## config.mk

```make
export PLATFORM = sky130hd
export DESIGN_NAME = uri_path_sanitizer_top
export DESIGN_NICKNAME = d
export VERILOG_FILES = /design/src/usan_pkg.sv /design/src/usan_front.sv /design/src/usan_queue.sv /design/src/usan_back.sv /design/src/uri_path_sanitizer_top.sv
export SDC_FILE = /design/constraint.sdc
export NUM_CORES = 1
export LEC_CHECK = 0
export BUFFER_PORTS_ARGS = -buffer_cell sky130_fd_sc_hd__buf_2
export CAP_MARGIN = 20
export CORE_ASPECT_RATIO = 0.8
export CORE_MARGIN = 5
export CORE_UTILIZATION = 53
export CTS_CLUSTER_DIAMETER = 100
export DETAILED_ROUTE_END_ITERATION = 16
export PLACE_DENSITY_LB_ADDON = 0.1
export SLEW_MARGIN = 25
export SYNTH_ARGS = -nofsm -noshare
export SYNTH_HDL_FRONTEND = slang
export SYNTH_SLANG_ARGS = --single-unit
```

## constraint.sdc

```tcl
create_clock -name clk -period 4.1 [get_ports clk]
set_input_delay 0.205 -clock clk [delete_from_list [all_inputs] [get_ports clk]]
set_output_delay 0.205 -clock clk [all_outputs]
set_load 0.02 [all_outputs]
```

## src/usan_pkg.sv

```systemverilog
// Shared types, constants and byte-check functions for the URI path sanitizer.
package usan_pkg;

  // Characters the checks look at
  localparam logic [7:0] CH_PERCENT = 8'h25;
  localparam logic [7:0] CH_SLASH   = 8'h2F;
  localparam logic [7:0] CH_BSLASH  = 8'h5C;
  localparam logic [7:0] CH_DOT     = 8'h2E;
  localparam logic [7:0] CH_SPACE   = 8'h20;

  // UTF-8 limits
  localparam logic [20:0] UTF8_MAX   = 21'h10FFFF;
  localparam logic [20:0] SURR_LO    = 21'h00D800;
  localparam logic [20:0] SURR_HI    = 21'h00DFFF;
  localparam logic [7:0]  LEAD2_MIN  = 8'hC2;
  localparam logic [7:0]  LEAD2_MAX  = 8'hDF;
  localparam logic [7:0]  LEAD3_MIN  = 8'hE0;
  localparam logic [7:0]  LEAD3_MAX  = 8'hEF;
  localparam logic [7:0]  LEAD4_MIN  = 8'hF0;
  localparam logic [7:0]  LEAD4_MAX  = 8'hF4;

  // Minimum code point classes of a multi-byte sequence
  localparam logic [1:0] UCLS_TWO   = 2'd1;
  localparam logic [1:0] UCLS_THREE = 2'd2;
  localparam logic [1:0] UCLS_FOUR  = 2'd3;

  // Reserved device stems, upper case
  localparam logic [23:0] DEV_CON = 24'h434F4E;
  localparam logic [23:0] DEV_PRN = 24'h50524E;
  localparam logic [23:0] DEV_AUX = 24'h415558;
  localparam logic [23:0] DEV_NUL = 24'h4E554C;
  localparam logic [23:0] DEV_COM = 24'h434F4D;
  localparam logic [23:0] DEV_LPT = 24'h4C5054;

  localparam logic [11:0] PATH_ROOM_RESET = 12'd255;

  typedef logic [3:0][7:0] stem_t;

  // One decoded word handed from the front to the back
  typedef struct packed {
    logic [7:0] ch;
    logic       have;
    logic       escaped;
    logic       bad;
    logic       esc_open;
    logic       last;
  } q_item_t;

  // Return {valid, nibble} for a hex digit of either case
  function automatic logic [4:0] hex_digit(input logic [7:0] b);
    logic [4:0] r;
    r = 5'd0;
    if (b >= 8'h30 && b <= 8'h39) r = {1'b1, 4'(b - 8'h30)};
    else if (b >= 8'h61 && b <= 8'h66) r = {1'b1, 4'(b - 8'h57)};
    else if (b >= 8'h41 && b <= 8'h46) r = {1'b1, 4'(b - 8'h37)};
    return r;
  endfunction

  function automatic logic is_forbidden(input logic [7:0] c);
    return (c <= 8'd31) || (c == 8'h7F) || (c == 8'h3A) || (c == CH_BSLASH) ||
           (c == 8'h3F) || (c == 8'h23) || (c == 8'h24) || (c == 8'h2A) ||
           (c == 8'h7C) || (c == 8'h3C) || (c == 8'h3E) || (c == 8'h22) ||
           (c == CH_PERCENT);
  endfunction

  function automatic logic [7:0] to_upper(input logic [7:0] c);
    return (c >= 8'h61 && c <= 8'h7A) ? (c - 8'h20) : c;
  endfunction

  // A segment is safe when nonempty, not ending in dot or space, not a device
  function automatic logic segment_safe(input logic nonempty, input logic [7:0] last_ch,
                                        input logic [2:0] len, input stem_t chars);
    logic [23:0] stem3;
    logic        digit;
    logic        r;
    stem3 = {chars[0], chars[1], chars[2]};
    digit = (chars[3] >= 8'h31) && (chars[3] <= 8'h39);
    r = 1'b1;
    if (!nonempty || last_ch == CH_DOT || last_ch == CH_SPACE) begin
      r = 1'b0;
    end else if (len == 3'd3) begin
      r = !(stem3 == DEV_CON || stem3 == DEV_PRN || stem3 == DEV_AUX || stem3 == DEV_NUL);
    end else if (len == 3'd4) begin
      r = !((stem3 == DEV_COM || stem3 == DEV_LPT) && digit);
    end
    return r;
  endfunction

endpackage

```

## src/usan_front.sv

```systemverilog
// Front end: accepts raw URI bytes and resolves percent escapes.
module usan_front import usan_pkg::*; (
  input  logic       clk,
  input  logic       rst,
  input  logic       in_valid,
  output logic       in_ready,
  input  logic [7:0] uri_byte,
  input  logic       last,
  input  logic       q_ready,
  output logic       q_push,
  output q_item_t    q_item
);

  localparam logic [1:0] ESC_IDLE = 2'd0;
  localparam logic [1:0] ESC_HIGH = 2'd1;
  localparam logic [1:0] ESC_LOW  = 2'd2;

  logic [1:0] escape_phase, escape_phase_next;
  logic [3:0] high_nibble, high_nibble_next;
  logic [4:0] hv;

  assign in_ready = q_ready;
  assign q_push   = in_valid & q_ready;

  // Classify the byte against the escape state
  always_comb begin
    hv                = hex_digit(uri_byte);
    escape_phase_next = escape_phase;
    high_nibble_next  = high_nibble;
    q_item            = '0;
    q_item.last       = last;
    case (escape_phase)
      ESC_IDLE: begin
        if (uri_byte == CH_PERCENT) begin
          escape_phase_next = ESC_HIGH;
        end else begin
          q_item.ch   = uri_byte;
          q_item.have = 1'b1;
        end
      end
      ESC_HIGH: begin
        if (!hv[4]) begin
          q_item.bad = 1'b1;
        end else begin
          high_nibble_next  = hv[3:0];
          escape_phase_next = ESC_LOW;
        end
      end
      ESC_LOW: begin
        if (!hv[4]) begin
          q_item.bad = 1'b1;
        end else begin
          q_item.ch         = {high_nibble, hv[3:0]};
          q_item.have       = 1'b1;
          q_item.escaped    = 1'b1;
          escape_phase_next = ESC_IDLE;
        end
      end
      default: begin
        escape_phase_next = ESC_IDLE;
      end
    endcase
    q_item.esc_open = last && (escape_phase_next != ESC_IDLE);
  end

  // Advance escape state; drop it at the end of a URI
  always_ff @(posedge clk) begin
    if (rst) begin
      escape_phase <= ESC_IDLE;
      high_nibble  <= 4'd0;
    end else if (q_push) begin
      if (last) begin
        escape_phase <= ESC_IDLE;
        high_nibble  <= 4'd0;
      end else begin
        escape_phase <= escape_phase_next;
        high_nibble  <= high_nibble_next;
      end
    end
  end

endmodule

```

## src/usan_queue.sv

```systemverilog
// Small queue of decoded words between front and back.
module usan_queue import usan_pkg::*; #(
  parameter int DEPTH = 2
) (
  input  logic    clk,
  input  logic    rst,
  input  logic    push,
  input  q_item_t push_item,
  output logic    push_ready,
  input  logic    pop,
  output logic    pop_valid,
  output q_item_t pop_item
);

  localparam int PW = (DEPTH > 1) ? $clog2(DEPTH) : 1;
  localparam int CW = $clog2(DEPTH + 1);
  localparam logic [PW-1:0] PTR_LAST = PW'(DEPTH - 1);
  localparam logic [CW-1:0] CNT_FULL = CW'(DEPTH);

  q_item_t       slots [DEPTH];
  logic [PW-1:0] wr_ptr;
  logic [PW-1:0] rd_ptr;
  logic [CW-1:0] count;

  assign push_ready = (count != CNT_FULL);
  assign pop_valid  = (count != '0);
  assign pop_item   = slots[rd_ptr];

  // Store pushed words
  always_ff @(posedge clk) begin
    if (push) begin
      slots[wr_ptr] <= push_item;
    end
  end

  // Advance pointers and fill count
  always_ff @(posedge clk) begin
    if (rst) begin
      wr_ptr <= '0;
      rd_ptr <= '0;
      count  <= '0;
    end else begin
      if (push) wr_ptr <= (wr_ptr == PTR_LAST) ? '0 : wr_ptr + 1'b1;
      if (pop)  rd_ptr <= (rd_ptr == PTR_LAST) ? '0 : rd_ptr + 1'b1;
      if (push && !pop)      count <= count + 1'b1;
      else if (pop && !push) count <= count - 1'b1;
    end
  end

endmodule

```

## src/usan_back.sv

```systemverilog
// Back end: checks decoded bytes, tracks segments and UTF-8, gives the verdict.
module usan_back import usan_pkg::*; (
  input  logic        clk,
  input  logic        rst,
  input  logic [11:0] path_room,
  input  logic        q_valid,
  input  q_item_t     q_item,
  output logic        q_pop,
  output logic        out_valid,
  input  logic        out_ready,
  output logic [7:0]  path_byte,
  output logic        path_byte_valid,
  output logic        done_res,
  output logic        accepted
);

  logic        failed, failed_next;
  logic [11:0] decoded_count, decoded_count_next;
  logic        seg_nonempty, seg_nonempty_next;
  logic [7:0]  seg_last, seg_last_next;
  logic [2:0]  stem_len, stem_len_next;
  logic        stem_closed, stem_closed_next;
  stem_t       stem_chars, stem_chars_next;
  logic [1:0]  u_pend, u_pend_next, u_pend_dec;
  logic [20:0] u_val, u_val_next, u_val_cont;
  logic [1:0]  u_cls, u_cls_next;

  logic [7:0]  c;
  logic        is_slash;
  logic        u_ok;
  logic [20:0] u_min;
  logic        ok;
  logic        step_ok;
  logic        final_fail;
  logic        take;

  assign take  = q_valid && (!out_valid || out_ready);
  assign q_pop = take;
  assign c     = q_item.ch;
  assign is_slash = (c == CH_SLASH);

  // UTF-8 sequence step for the candidate byte
  always_comb begin
    u_ok       = 1'b1;
    u_pend_next = u_pend;
    u_val_next  = u_val;
    u_cls_next  = u_cls;
    u_pend_dec  = u_pend - 2'd1;
    u_val_cont  = {u_val[14:0], c[5:0]};
    case (u_cls)
      UCLS_TWO:   u_min = 21'h000080;
      UCLS_THREE: u_min = 21'h000800;
      default:    u_min = 21'h010000;
    endcase
    if (u_pend != 2'd0) begin
      if (c[7:6] != 2'b10) u_ok = 1'b0;
      u_val_next  = u_val_cont;
      u_pend_next = u_pend_dec;
      if (u_pend_dec == 2'd0) begin
        if (u_val_cont < u_min || u_val_cont > UTF8_MAX ||
            (u_val_cont >= SURR_LO && u_val_cont <= SURR_HI)) u_ok = 1'b0;
      end
    end else if (c[7] == 1'b0) begin
      u_ok = 1'b1;
    end else if (c >= LEAD2_MIN && c <= LEAD2_MAX) begin
      u_val_next = {16'd0, c[4:0]}; u_pend_next = 2'd1; u_cls_next = UCLS_TWO;
    end else if (c >= LEAD3_MIN && c <= LEAD3_MAX) begin
      u_val_next = {17'd0, c[3:0]}; u_pend_next = 2'd2; u_cls_next = UCLS_THREE;
    end else if (c >= LEAD4_MIN && c <= LEAD4_MAX) begin
      u_val_next = {18'd0, c[2:0]}; u_pend_next = 2'd3; u_cls_next = UCLS_FOUR;
    end else begin
      u_ok = 1'b0;
    end
  end

  // Check the byte and compute the next path state
  always_comb begin
    ok = !(q_item.escaped && (is_slash || c == CH_BSLASH)) &&
         !is_forbidden(c) &&
         !(is_slash && !segment_safe(seg_nonempty, seg_last, stem_len, stem_chars)) &&
         (decoded_count < path_room) && u_ok;
    step_ok = !failed && !q_item.bad && q_item.have && ok;
    failed_next = failed || q_item.bad || (q_item.have && !ok);

    decoded_count_next = decoded_count;
    seg_nonempty_next  = seg_nonempty;
    seg_last_next      = seg_last;
    stem_len_next      = stem_len;
    stem_closed_next   = stem_closed;
    stem_chars_next    = stem_chars;
    if (step_ok) begin
      decoded_count_next = decoded_count + 12'd1;
      if (is_slash) begin
        seg_nonempty_next = 1'b0;
        seg_last_next     = 8'd0;
        stem_len_next     = 3'd0;
        stem_closed_next  = 1'b0;
        stem_chars_next   = '0;
      end else begin
        seg_nonempty_next = 1'b1;
        seg_last_next     = c;
        if (!stem_closed) begin
          if (c == CH_DOT) begin
            stem_closed_next = 1'b1;
          end else begin
            if (stem_len < 3'd4) stem_chars_next[stem_len[1:0]] = to_upper(c);
            if (stem_len < 3'd5) stem_len_next = stem_len + 3'd1;
          end
        end
      end
    end

    final_fail = failed_next || q_item.esc_open ||
                 !segment_safe(seg_nonempty_next, seg_last_next, stem_len_next,
                               stem_chars_next) ||
                 (step_ok ? (u_pend_next != 2'd0) : (u_pend != 2'd0));
  end

  // Register the result word and hold path state
  always_ff @(posedge clk) begin
    if (rst) begin
      out_valid     <= 1'b0;
      failed        <= 1'b0;
      decoded_count <= 12'd0;
      seg_nonempty  <= 1'b0;
      seg_last      <= 8'd0;
      stem_len      <= 3'd0;
      stem_closed   <= 1'b0;
      stem_chars    <= '0;
      u_pend        <= 2'd0;
      u_val         <= 21'd0;
      u_cls         <= 2'd0;
    end else if (take) begin
      out_valid       <= 1'b1;
      path_byte       <= step_ok ? c : 8'd0;
      path_byte_valid <= step_ok;
      done_res        <= q_item.last;
      accepted        <= q_item.last && !final_fail;
      if (q_item.last) begin
        failed        <= 1'b0;
        decoded_count <= 12'd0;
        seg_nonempty  <= 1'b0;
        seg_last      <= 8'd0;
        stem_len      <= 3'd0;
        stem_closed   <= 1'b0;
        stem_chars    <= '0;
        u_pend        <= 2'd0;
        u_val         <= 21'd0;
        u_cls         <= 2'd0;
      end else begin
        failed        <= failed_next;
        decoded_count <= decoded_count_next;
        seg_nonempty  <= seg_nonempty_next;
        seg_last      <= seg_last_next;
        stem_len      <= stem_len_next;
        stem_closed   <= stem_closed_next;
        stem_chars    <= stem_chars_next;
        if (step_ok) begin
          u_pend <= u_pend_next;
          u_val  <= u_val_next;
          u_cls  <= u_cls_next;
        end
      end
    end else if (out_ready) begin
      out_valid <= 1'b0;
    end
  end

endmodule

```

## src/uri_path_sanitizer_top.sv

```systemverilog
// Top level of the URI path sanitizer: config register, front, queue, back.
// An accepted byte goes into the queue; the back end then registers its result word.
// Throughput: one byte per cycle unless out_ready stalls the back; the front escape
// decoder and back checker each take one word per cycle, and the queue lets either side
// stall while the other runs. Reset (synchronous, active high) clears all path state and
// the queue; path_room returns to 255.
module uri_path_sanitizer_top import usan_pkg::*; #(
  parameter int QUEUE_DEPTH = 2
) (
  input  logic        clk,
  input  logic        rst,
  input  logic        psel,
  input  logic        penable,
  input  logic        pwrite,
  input  logic [2:0]  paddr,
  input  logic [31:0] pwdata,
  output logic [31:0] prdata,
  output logic        pready,
  input  logic        in_valid,
  output logic        in_ready,
  input  logic [7:0]  uri_byte,
  input  logic        last,
  output logic        out_valid,
  input  logic        out_ready,
  output logic [7:0]  path_byte,
  output logic        path_byte_valid,
  output logic        done_res,
  output logic        accepted
);

  localparam logic [2:0] ADDR_PATH_ROOM = 3'd0;

  logic [11:0] path_room;
  q_item_t     f_item;
  q_item_t     b_item;
  logic        f_push;
  logic        f_ready;
  logic        b_valid;
  logic        b_pop;

  assign pready = 1'b1;
  assign prdata = (paddr == ADDR_PATH_ROOM) ? {20'd0, path_room} : 32'd0;

  // Write the room register
  always_ff @(posedge clk) begin
    if (rst) begin
      path_room <= PATH_ROOM_RESET;
    end else if (psel && penable && pwrite && pready && paddr == ADDR_PATH_ROOM) begin
      path_room <= pwdata[11:0];
    end
  end

  usan_front u_front (
    .clk      (clk),
    .rst      (rst),
    .in_valid (in_valid),
    .in_ready (in_ready),
    .uri_byte (uri_byte),
    .last     (last),
    .q_ready  (f_ready),
    .q_push   (f_push),
    .q_item   (f_item)
  );

  usan_queue #(
    .DEPTH (QUEUE_DEPTH)
  ) u_queue (
    .clk        (clk),
    .rst        (rst),
    .push       (f_push),
    .push_item  (f_item),
    .push_ready (f_ready),
    .pop        (b_pop),
    .pop_valid  (b_valid),
    .pop_item   (b_item)
  );

  usan_back u_back (
    .clk             (clk),
    .rst             (rst),
    .path_room       (path_room),
    .q_valid         (b_valid),
    .q_item          (b_item),
    .q_pop           (b_pop),
    .out_valid       (out_valid),
    .out_ready       (out_ready),
    .path_byte       (path_byte),
    .path_byte_valid (path_byte_valid),
    .done_res        (done_res),
    .accepted        (accepted)
  );

  // A safe verdict only comes with the end of a URI
  assert property (@(posedge clk) disable iff (rst)
    out_valid && accepted |-> done_res)
    else $error("accepted without done_res");

  // Bytes not emitted read as zero
  assert property (@(posedge clk) disable iff (rst)
    out_valid && !path_byte_valid |-> path_byte == 8'd0)
    else $error("path_byte nonzero without valid");

  // No result word right after reset
  assert property (@(posedge clk) !rst && $past(rst) |-> !out_valid)
    else $error("out_valid set after reset");

  // The queue never pops without a stored word
  assert property (@(posedge clk) disable iff (rst)
    b_pop |-> b_valid)
    else $error("queue popped while empty");

endmodule
```

== Word level (Yosys, flattened, before mapping) ==
Memory sizes are Yosys's and may differ from the RTL's. A register that Yosys moved wholly into a read port is not among the register bits.
Cells that the tools add are included.

* Bits in registers: 111
* Bits in writable memories: 26
* Input bits: 51
* Output and inout bits: 46
* Word-level logic and storage cells: 307
* Memories kept: 1

* $add $sub $neg: 11
* $lt $le $gt $ge: 28
* Equality and inequality tests: 42
* Mux-type cells: 95
* Bitwise operators: 2
* Reductions and logical operators: 104

{| class="wikitable"
|+ Memory list
! memory !! depth !! width !! rd ports !! clocked after memory_dff !! wr ports !! line !! source
|-
| u_queue.slots || 2 || 13 || 1 || 1 || 1 || usan_queue.sv:20 || <nowiki>q_item_t slots [DEPTH];</nowiki>
|}

{| class="wikitable"
|+ Operators by type and width
! kind !! number
|-
| $eq 24x23->1 const B || 12
|-
| $mux 32 || 6
|-
| $eq 8x6->1 const B || 16
|-
| $mux 15 || 7
|-
| $mux 2 || 20
|-
| $mux 8 || 5
|-
| $mux 12 || 3
|-
| $mux 1 || 35
|-
| $pmux 17 s2 || 1
|-
| $logic_or 1x1->1 || 33
|-
| $bwmux 32 || 1
|-
| $logic_and 1x1->1 || 31
|-
| $eq 8x7->1 const B || 3
|-
| $ge 8x6->1 const B || 3
|-
| $ge 8x7->1 const B || 3
|-
| $ge 8x8->1 const B || 3
|-
| $le 8x6->1 const B || 3
|-
| $le 8x7->1 const B || 3
|-
| $le 8x8->1 const B || 3
|-
| $ge 21x16->1 const B || 1
|-
| $gt 21x21->1 const B || 1
|-
| $le 21x16->1 const B || 1
|-
| $lt 21x17->1 || 1
|-
| $reduce_bool 2->1 || 10
|-
| other kinds (40) || 77
|}

== Logic depth before layout (Yosys ltp) ==
Gate-level depths: netlist of the first run.

* Word-level depth: 32
* Mapped depth: 20
* Depth with buffers taken out: 17

== By module ==
Synthesis of the first run repeated with hierarchy kept, for this count alone.

* Cells, all modules: 933
* Area, all modules: 8,241.7 um^2

{| class="wikitable"
|+ Modules (own cells, without submodules)
! module !! instances !! cells each !! area each (um^2) !! sequential area each (um^2)
|-
| usan_back || 1 || 687 || 5,546.6 || 1,891.8
|-
| usan_queue || 1 || 62 || 1,139.8 || 880.8
|-
| usan_front || 1 || 94 || 783.3 || 120.1
|-
| uri_path_sanitizer_top || 1 || 90 || 772.0 || 240.2
|}

== Least setup slack after synthesis of the first run ==
No wires, ideal clock.

* Kind: register -> register
* Start: register with a tool-made name
* End: register u_back.accepted, data pin
* Setup time: 0.261 ns
* Data arrival time: 3.589 ns
* Data required time: 3.839 ns
* Setup slack: 0.250 ns
* Cell stages (with the launch flop): 17
* Buffers on the path: 3
* Period minus slack after synthesis: 3.850 ns
* Path through: dfxtp_1 -> buf_6 -> buf_2 -> buf_2 -> a21oi_1 -> inv_1 -> ha_1 -> o21ai_0 -> o32ai_1 -> nor2_1 -> a221oi_4 -> nand4_2 -> a32o_1 -> nor4b_2 -> or4b_1 -> a21oi_1 -> nor4_2

{| class="wikitable"
|+ RTL lines
! what !! line !! source
|-
| end signal, assigned || usan_back.sv:138 || <nowiki>accepted <= q_item.last && !final_fail;</nowiki>
|-
| end, declared || usan_back.sv:14 || <nowiki>output logic accepted</nowiki>
|}

==> results.toml, run 1 <==
[synth]
syn-cell-area_um2 = 8139
ys_seq_area_share_pct = 38.49
synth-seq-cells = 138
synth_most_common_cell = "nor2_1"
synth_area_leader_cell = "dfxtp_1"
ys_types = 87
synth_edf_count = 37
yosys_warnings = 0
synthTopCellsByArea = "dfxtp_1, edfxtp_1, nor2_1"
synth_flop_cell = "dfxtp_1"
ys_async_sr_fraction_pct = 0
syn_avg_cell_area_um2 = 8.705
netlist_instances = 935
yosys-top-cells-count = "nor2_1, dfxtp_1, nand2_1"
synth_top_area_share_pct = 24.84

[timing]
setup_viol = 0
maxSlewViolCount = 0
finalHoldViolCount = 0
hold_slack_ps = 26.11
skew_ps = 9.193
layout_setup_ws_ps = 109.4
worst_pin_slew_ps = 921.1
finalCriticalPeriod_ps = 3991
finalCritPeriodShare_pct = 97.33
max_freq_mhz = 250.6
relSlewSlack_pct = 38.37

[hold_path]
hold_class = "input pin to flop"

[layout]
final_util_pct = 64.43
fin_nets = 1137
area_growth_pct = 19.25
antenna_cells = 0
drive_above_1_share_pct = 19.62
final_area_um2 = 9706

[clocking]
cts_buffers = 17
clk_latency_ps = 420
cts-root-buf = "clkbuf_16"
htree_num_levels = 4
clk_path_buf_depth = 2
clk_pin_slew_ps = 60
cts.sink_count = 138
tritoncts = "yes"

[floorplan]
start_util_pct = 54.03
die_area_um2 = 17950
rows = 40
fp.dieH_um = 120.8
fp.dieW_um = 148.6
pin_count = 97
core_region_area_um2 = 15060

[place]
io_buffers = 55
gp_congestion = 1.036
hpwl_um = 17110
place_ws_ps = -63.01
place_area_um2 = 9012

[critical_path]
critPathLaunchType = "flop"
crit_type = "flop to flop"
end_kind = "flop"
worstPathArrival_ps = 4160
crit_required_ps = 4270
crit_fanout = 12

[outcome]
status = "finished, final reports clean"

[route]
ant_nets = 0
vias = 7591
drt_pass1_iterations = 5
first_iter_violations = 931
drt_drc_violations_left = 0
vias_per_cell = 5.954
wire_per_inst_um = 18.13
wl_um = 23120

[global_routing]
antenna_found_initial = 0
globalRouteOverflowTotal = 0
grt_max_degree = 65
grtUsageTotal_pct = 25.99
grt_pass1_wl_um = 36810
grt_pass1_vias = 6857

[run]
maxCapViolations = 0

[power_and_ir_drop]
power.leakage_uw = 0.003837
vdd_drop_max_mv = 0.6809
power_uw = 5368
powerDensity_nw_per_um2 = 553.1
critical path, cell delays in order (launching register included):
cell,delay [ps]
dfxtp_4,400
buf_4,180
and3b_1,220
a2bb2oi_1,150
nor4_1,400
o22ai_1,200
a221oi_4,370
nand4_4,220
buf_4,200
or4b_1,560
a22oi_1,240
nand4_1,130
o2bb2ai_1,150
and4b_1,230
nor4_2,60
path summary, 6_finish.rpt:
check                endpoint        startpoint  cells past startpoint  slack, ps
min             path_room[10]        pwdata[10]                      3         30
max           u_back.accepted              flop                     14        110
max reg2reg   u_back.accepted              flop                     14        110
min reg2reg  u_back.u_val[13]  u_back.u_val[13]                      2        450
cell families (layout without fill, tap and decap cells):
group	after synthesis	after routing	synth area share, %
compound gates	242	242	21.12
buf+inv	97	208	5.872
mux	25	25	3.305
other cells	2	21	0.09227
fa+ha+maj	32	32	4.919
flops	138	138	38.49
simple gates	383	383	24.47
xor+xnor	16	16	1.722
registers in the layout, summed over array words and instances, names as in the netlist, 2 cells and up, named ones only:
signal and cells:
u_back.seg_last 8, u_back.path_byte 8, u_front.high_nibble 4, u_queue.count 2, u_back.u_pend 2, u_back.stem_len 3, u_back.u_cls 2, u_queue.slots 26
path_room 12, u_back.stem_chars 32, u_back.u_val 15, u_back.decoded_count 12, u_front.escape_phase 2
cells in the final DEF (no fill, tap or decap), types with 9 or more instances in the layout:
cell / instances
and2_1: 17
and3_1: 10
o21ai_0: 29
buf_4: 81
a211oi_1: 9
a22oi_1: 46
dfxtp_1: 100
a21oi_1: 56
a32o_1: 12
nor2_1: 133
clkbuf_16: 17
inv_1: 30
nand3_1: 31
conb_1: 21
mux2i_1: 18
buf_2: 55
ha_1: 32
nand2_1: 63
nor4_1: 9
xor2_1: 11
nand4_1: 13
nand2b_1: 11
edfxtp_1: 37
nor2b_1: 14
nor3_1: 17
where the power goes:
part	switching [uW]	internal [uW]
Clock	560	793
Combinational	1460	864
Sequential	122	1570
Total	2140	3230
routing by layer:
layer  up-vias  global-route usage, %  share of wire [%]  wire [um]
met3        38                  7.681                9.2       2135
met1      3535                  37.67                 46      10740
met5         -                  2.941               0.27         62
met2       327                  37.33                 42       9803
met4         2                  7.155                1.6        380
li1       3689                      -                  -          -
repair_timing:
action,in CTS,in global routing
hold buffers,8,0
setup endpoints to repair,1,21
pin swaps,0,3
hold endpoints to repair,8,0
resized for setup,1,16
setup buffers,0,3
metrics by stage:
stage	cells	TNS (ps)
after global placement	1234	0
after CTS	1272	0
after floorplan	954	0
after global routing	1275	-7.830
after detailed placement	1234	-63.01
final	1275	0
cell type report:
cell class	instances	area, um2
Clock inverter	8	50.05
Sequential cell	138	3137
Clock buffer	22	464.2
Multi-Input combinational cell	719	4674
Inverter	33	133.9
Timing Repair Buffer	145	983.4
Tap cell	210	262.8
Fill cell	1313	5359
(Power assumes the default switching activity.)
==> run 2: changes to the inputs <==
--- a/config.mk
+++ b/config.mk
@@ -9,11 +9,13 @@
 export CAP_MARGIN = 20
 export CORE_ASPECT_RATIO = 0.8
 export CORE_MARGIN = 5
-export CORE_UTILIZATION = 53
+export CORE_UTILIZATION = 55
+export CTS_BUF_LIST = sky130_fd_sc_hd__clkbuf_2 sky130_fd_sc_hd__clkbuf_4 sky130_fd_sc_hd__clkbuf_8
 export CTS_CLUSTER_DIAMETER = 100
 export DETAILED_ROUTE_END_ITERATION = 16
 export PLACE_DENSITY_LB_ADDON = 0.1
 export SLEW_MARGIN = 25
 export SYNTH_ARGS = -nofsm -noshare
 export SYNTH_HDL_FRONTEND = slang
+export SYNTH_HIERARCHICAL = 1
 export SYNTH_SLANG_ARGS = --single-unit
==> run 2 against run 1 <==
  * Clock-buffer cell count fell by 2
  * Non-clock buffer count up 24
  * Register-to-register slack worse by 70 ps
  * Total power increased by 0.67%
  * Critical path depth up 2
  * First-iteration DRC count is 13% lower
  * Die area decreased by 2.2%
  * Sequential share of layout area down 0.58 points
  * Cell area rose by 1.8%
  * Clock power fell by 6%
  * Clock skew is 5.7 ps higher
  * Sequential cell count did not move
==> results.toml, run 2 <==
[outcome]
status = "finished, final reports clean"

[synth]
ys_seq_area_share_pct = 38.01
syn_avg_cell_area_um2 = 8.833
synthTopCellsByArea = "dfxtp_1, edfxtp_1, nor2_1"
syn-cell-area_um2 = 8242
synth_most_common_cell = "nor2_1"
yosys_warnings = 6
ys_types = 94
synth-seq-cells = 138
ys_async_sr_fraction_pct = 0
netlist_instances = 933
synth_top_area_share_pct = 24.53
synth_edf_count = 37
synth_flop_cell = "dfxtp_1"
yosys-top-cells-count = "nor2_1, dfxtp_1, nand2_1"
synth_area_leader_cell = "dfxtp_1"

[route]
first_iter_violations = 811
ant_nets = 0
wl_um = 22670
vias = 7528
drt_pass1_iterations = 6
drt_drc_violations_left = 0
vias_per_cell = 5.932
wire_per_inst_um = 17.86

[clocking]
tritoncts = "yes"
cts_buffers = 17
clk_latency_ps = 470
clk_path_buf_depth = 2
cts.sink_count = 138
cts-root-buf = "clkbuf_8"
htree_num_levels = 4
clk_pin_slew_ps = 80

[timing]
worst_pin_slew_ps = 761.0
finalCritPeriodShare_pct = 99.09
finalCriticalPeriod_ps = 4063
skew_ps = 14.91
setup_viol = 0
relSlewSlack_pct = 49.27
maxSlewViolCount = 0
rsz0062_at_grt = "yes"
max_freq_mhz = 246.1
finalHoldViolCount = 0
hold_slack_ps = 15.93
layout_setup_ws_ps = 37.23

[floorplan]
start_util_pct = 55.45
fp.dieH_um = 119.5
pin_count = 97
die_area_um2 = 17550
fp.dieW_um = 146.9
core_region_area_um2 = 14860
rows = 40

[critical_path]
crit_required_ps = 4320
crit_fanout = 6
reg2reg_depth = 16
crit_type = "flop to flop"
r2r_setup_slack_ps = 40
r2r_end = "u_back/accepted"
end_kind = "flop"
endpoint = "u_back/accepted"
worstPathArrival_ps = 4280
critPathLaunchType = "flop"

[hold_path]
hold_class = "input pin to flop"
hold_path_depth = 3

[layout]
top_register = "u_back/stem_chars"
layout_commonest_cell = "nor2_1"
drive_above_1_share_pct = 22.31
register_area_um2 = 3137
reg_top3 = "u_back/stem_chars x32, u_queue/slots x26, u_back/u_val x15"
fillers = 1252
fin_nets = 1152
largest_register_ffs = 32
antenna_cells = 0
layout_common_cells = "nor2_1, dfxtp_1, buf_4, nand2_1, buf_2"
multiInputGateArea_um2 = 4713
area_growth_pct = 19.90

[power_and_ir_drop]
combPwrFrac_pct = 46.1
switching_share_pct = 39.65
power_uw = 5404
p_int_uw = 3261
power.leakage_uw = 0.003987
clockPowerShare_pct = 23.5
vdd_drop_max_mv = 0.4768
share_seq_of_total_power_pct = 30.3
powerDensity_nw_per_um2 = 546.9
p_sw_uw = 2143

[global_routing]
grt_pass1_vias = 6918
grt_max_degree = 75
grtUsageTotal_pct = 26.05
antenna_found_initial = 0
grt_pass1_wl_um = 36710
globalRouteOverflowTotal = 0

[place]
io_buffers = 55
hpwl_um = 16470
gp_congestion = 0.9569
place_ws_ps = -99.71

[run]
maxCapViolations = 0
run 2: cells by family (layout without fill, tap and decap cells):
family          after synthesis  in the layout  share of synthesized area, %
buf+inv                     114            242                         6.816
mux                          32             32                         4.099
other cells                   2             21                       0.09112
fa+ha+maj                    34             34                         5.162
xor+xnor                     14             14                         1.488
flops                       138            138                         38.01
simple gates                391            391                         25.54
compound gates              208            208                         18.79
run 2: stage by stage:
step,area (um2),cells,TNS (ps),utilization (%)
floorplan,8342,952,0,-
global placement,9129,1215,-71.94,61.41
detailed placement,9131,1215,-99.71,61.43
CTS,9783,1266,0,65.82
global route,9882,1269,-115.4,66.48
finish,9882,1269,0,66.48
run 2: how the worst min path moves through the flow:
stage                        startpoint                   to  slack (ps)
CTS                           pwdata[7]         path_room[7]         0.3
global placement    u_back/seg_nonempty  u_back/seg_nonempty         450
detailed placement  u_back/seg_nonempty  u_back/seg_nonempty         460
finish                        pwdata[7]         path_room[7]          20
floorplan                           rst                 flop         270
global route                       last  u_queue/slots[0][0]          30
run 2: timing repair:
item / CTS / global route
hold endpoints to repair: 12 / 0
hold buffers: 12 / 0
gates resized for setup: 10 / 22
pin swaps: 4 / 11
setup endpoints to repair: 1 / 10
buffers inserted: 7 / 3
run 2: routing by layer:
| metal | vias up | wire length, um | share of wire, % | global-route usage, % |
|---|---|---|---|---|
| met5 | - | 0 | 0 | 0 |
| met4 | 0 | 244 | 1.1 | 5.640 |
| met3 | 34 | 2326 | 10 | 9.022 |
| met2 | 333 | 9479 | 42 | 37.06 |
| met1 | 3534 | 10620 | 47 | 38.13 |
| li1 | 3627 | - | - | - |
run 2: cell type report:
type	count	share of cell area [%]
clock inverter	12	1.887
sequential	138	31.74
inverter	41	1.557
clock buffer	20	2.722
timing repair buffer	169	12.00
tap	189	2.393
multi-input combinational	700	47.70
run 2: worst max-delay path: stages, from the launching register on:
cell and delay (ps):
dfxtp_4 390, buf_6 130, mux2_2 380, nor3b_2 200, nand4_1 180, or4b_1 560, nand3_2 120, nor4_4 60
buf_6 140, o211ai_1 130, buf_4 170, a32oi_1 70, or4b_4 560, or3b_1 400, o22ai_2 150, a21o_1 140
a21oi_2 30
run 2: power by group through the flow:
stage	Combinational, uW	Sequential (uW)	Clock (uW)
floorplan	1350	1690	0
global placement	2260	1670	0
detailed placement	2260	1670	0
CTS	2360	1640	1290
global route	2680	1660	1370
finish	2490	1640	1270
==> run 3: changes to the inputs <==
--- a/config.mk
+++ b/config.mk
@@ -5,6 +5,7 @@
 export SDC_FILE = /design/constraint.sdc
 export NUM_CORES = 1
 export LEC_CHECK = 0
+export ABC_AREA = 1
 export BUFFER_PORTS_ARGS = -buffer_cell sky130_fd_sc_hd__buf_2
 export CAP_MARGIN = 20
 export CORE_ASPECT_RATIO = 0.8
==> run 3 against run 2 <==
  * Total power rose by 8.3%
  * Global-route usage fell by 1.2 points
  * Area after synthesis rose by 12%
  * Sequential share of layout area fell by 0.28 points
  * Critical endpoint unchanged
  * Wire length rose by 6.8%
  * Worst hold slack improved by 33 ps
  * First-iteration DRC count rose by 6.9%
  * Synthesized cell count rose by 47%
  * Die area rose by 11%
==> results.toml, run 3 <==
[critical_path]
end_kind = "flop"
r2r_setup_slack_ps = 350
slowest_delay_ps = 410
reg2reg_depth = 20
crit_path_cell_trace = "buf_4, mux2_4, inv_1, nand3_1, o21ai_2, nand2_2, nand4_1, nand2_1, a21oi_2, nand4_4, inv_2, o21ai_0, o21ai_0, nand2_1, nor2_1, nand2_1, nor2_1, a21oi_1, nand2_1, inv_1"
cpMostUsedCell = "nand2_1"
slowest_stage = "mux2_4"
crit_type = "flop to flop"
critPathLaunchType = "flop"
crit_required_ps = 4310
worstPathArrival_ps = 3960
endpoint = "u_back/accepted"
crit_fanout = 22
r2r_end = "u_back/accepted"

[layout]
largest_register_ffs = 32
top_register = "u_back/stem_chars"
final_area_um2 = 9960
antenna_cells = 0
fin_nets = 1500
area_growth_pct = 8.196
stdcell_count = 1648
layout_commonest_cell = "nand2_1"
layout_common_cells = "nand2_1, inv_1, nor2_1, a21oi_1, dfxtp_1"
fillers = 1620
drive_above_1_share_pct = 11.97
reg_top3 = "u_back/stem_chars x32, u_queue/slots x26, u_back/u_val x15"

[synth]
synth_flop_cell = "dfxtp_1"
yosys-top-cells-count = "nand2_1, inv_1, nor2_1"
synth_top_area_share_pct = 21.97
synth_area_leader_cell = "dfxtp_1"
netlist_instances = 1374
ys_types = 46
syn-cell-area_um2 = 9205
ys_seq_area_share_pct = 34.04
synthTopCellsByArea = "dfxtp_1, nand2_1, edfxtp_1"
synth_most_common_cell = "nand2_1"
syn_avg_cell_area_um2 = 6.699
ys_async_sr_fraction_pct = 0
yosys_warnings = 6
synth_edf_count = 37
synth-seq-cells = 138

[power_and_ir_drop]
power.leakage_uw = 0.004529
vdd_drop_max_mv = 0.3140
powerDensity_nw_per_um2 = 587.8

[timing]
skew_ps = 12.80
maxSlewViolCount = 0
rsz0062_at_grt = "no"
tns_ps = 0
max_freq_mhz = 266.7
worst_pin_slew_ps = 831.4
finalCriticalPeriod_ps = 3750
setup_viol = 0
finalHoldViolCount = 0
finalCritPeriodShare_pct = 91.46
hold_slack_ps = 49.05
relSlewSlack_pct = 44.51

[route]
vias = 8809
vias_per_cell = 5.345
ant_nets = 0
wire_per_inst_um = 14.69
wl_um = 24210
first_iter_violations = 867
drt_drc_violations_left = 0
drt_pass1_iterations = 5

[run]
maxCapViolations = 0

[floorplan]
pin_count = 97
die_area_um2 = 19440
core_region_area_um2 = 16500
fp.dieH_um = 125.7
fp.dieW_um = 154.6
rows = 42
start_util_pct = 55.79

[clocking]
clk_latency_ps = 450
cts.sink_count = 138
clk_path_buf_depth = 2
clk_pin_slew_ps = 80
cts-root-buf = "clkbuf_8"
htree_num_levels = 4
post_cts_buffers = 0
cts_buffers = 17
tritoncts = "yes"

[outcome]
status = "finished, final reports clean"

[global_routing]
grt_use_met2_pct = 34.98
grtUsageTotal_pct = 24.89
use_met3_pct = 6.001
antenna_found_initial = 0
grt_pass1_vias = 7851
globalRouteOverflowTotal = 0
grt_max_degree = 49
grt_pass1_wl_um = 39660
busiest_layer = "met1"
grt_use_met1_pct = 38.21

[place]
place_area_um2 = 9490
io_buffers = 55
gp_congestion = 0.9800
placed_cells = 1607
hpwl_um = 17470

[hold_path]
hold_class = "input pin to flop"
-- run 3: area by class of cell --
class	count	area (um2)	share of cell area, %
clock buffer	19	255.2	2.563
clock inverter	13	118.9	1.193
inverter	189	709.4	7.123
multi-input combinational	989	4957	49.77
sequential	138	3133	31.46
tap	220	275.3	2.764
timing repair buffer	80	510.5	5.126
-- run 3: routing by layer --
metal / vias to the layer above / share of wire [%]
met1: 3952 / 49
met4: 0 / 1.0
met5: - / 0
met3: 21 / 9.5
li1: 4480 / -
met2: 356 / 40
-- run 3: critical path: cells and delay by family (launching register included) --
kind                   cells  cell delay (ps)
AO/OA/AOI/OAI              5              740
buffers and inverters      4              840
flip-flops                 1              310
multiplexers               1              410
AND/OR/NAND/NOR           10             1170
-- run 3: how the worst min path moves through the flow --
| stage | start | to | slack, ps | cells past startpoint |
|---|---|---|---|---|
| final | out_ready | u_back/out_valid | 50 | 4 |
| after CTS | out_ready | u_back/out_valid | 10 | 4 |
| after global routing | out_ready | u_back/out_valid | 50 | 4 |
| after floorplan | rst | u_front/high_nibble[2] | 270 | 1 |
| after detailed placement | pwdata[6] | path_room[6] | 420 | 3 |
| after global placement | pwdata[3] | path_room[3] | 420 | 3 |
-- run 3: power breakdown --
group / total, uW / switching [uW] / internal (uW)
registers: 1760 / 126 / 1640
clock network: 1060 / 558 / 505
logic: 3030 / 2110 / 920
total: 5850 / 2790 / 3060
-- run 3: cells by family after synthesis --
logic type,share of synthesized area (%)
flip-flops,34.04
adder cells (fa/ha/maj),4.621
multiplexers,1.998
AND/OR/NAND/NOR,32.57
buffers and inverters,12.99
AO/OA/AOI/OAI,13.51
other,0.08159
XOR/XNOR,0.1903
-- run 3: per-stage QoR --
stage / utilization [%] / total power, uW / setup WS (ps)
after global routing: 60.36 / 6325 / 56.24
after detailed placement: 57.51 / 4734 / 352.4
after CTS: 60.33 / 5821 / 324.0
after floorplan: - / 4085 / 1022
after global placement: 57.50 / 4708 / 424.7
final: 60.36 / 5855 / 350.1
-- run 3: timing repair --
| item | CTS | global route |
|---|---|---|
| resized for setup | 0 | 2 |
| hold buffers | 9 | 0 |
| endpoints found under the setup margin | 0 | 1 |
| endpoints found under the hold margin | 10 | 0 |
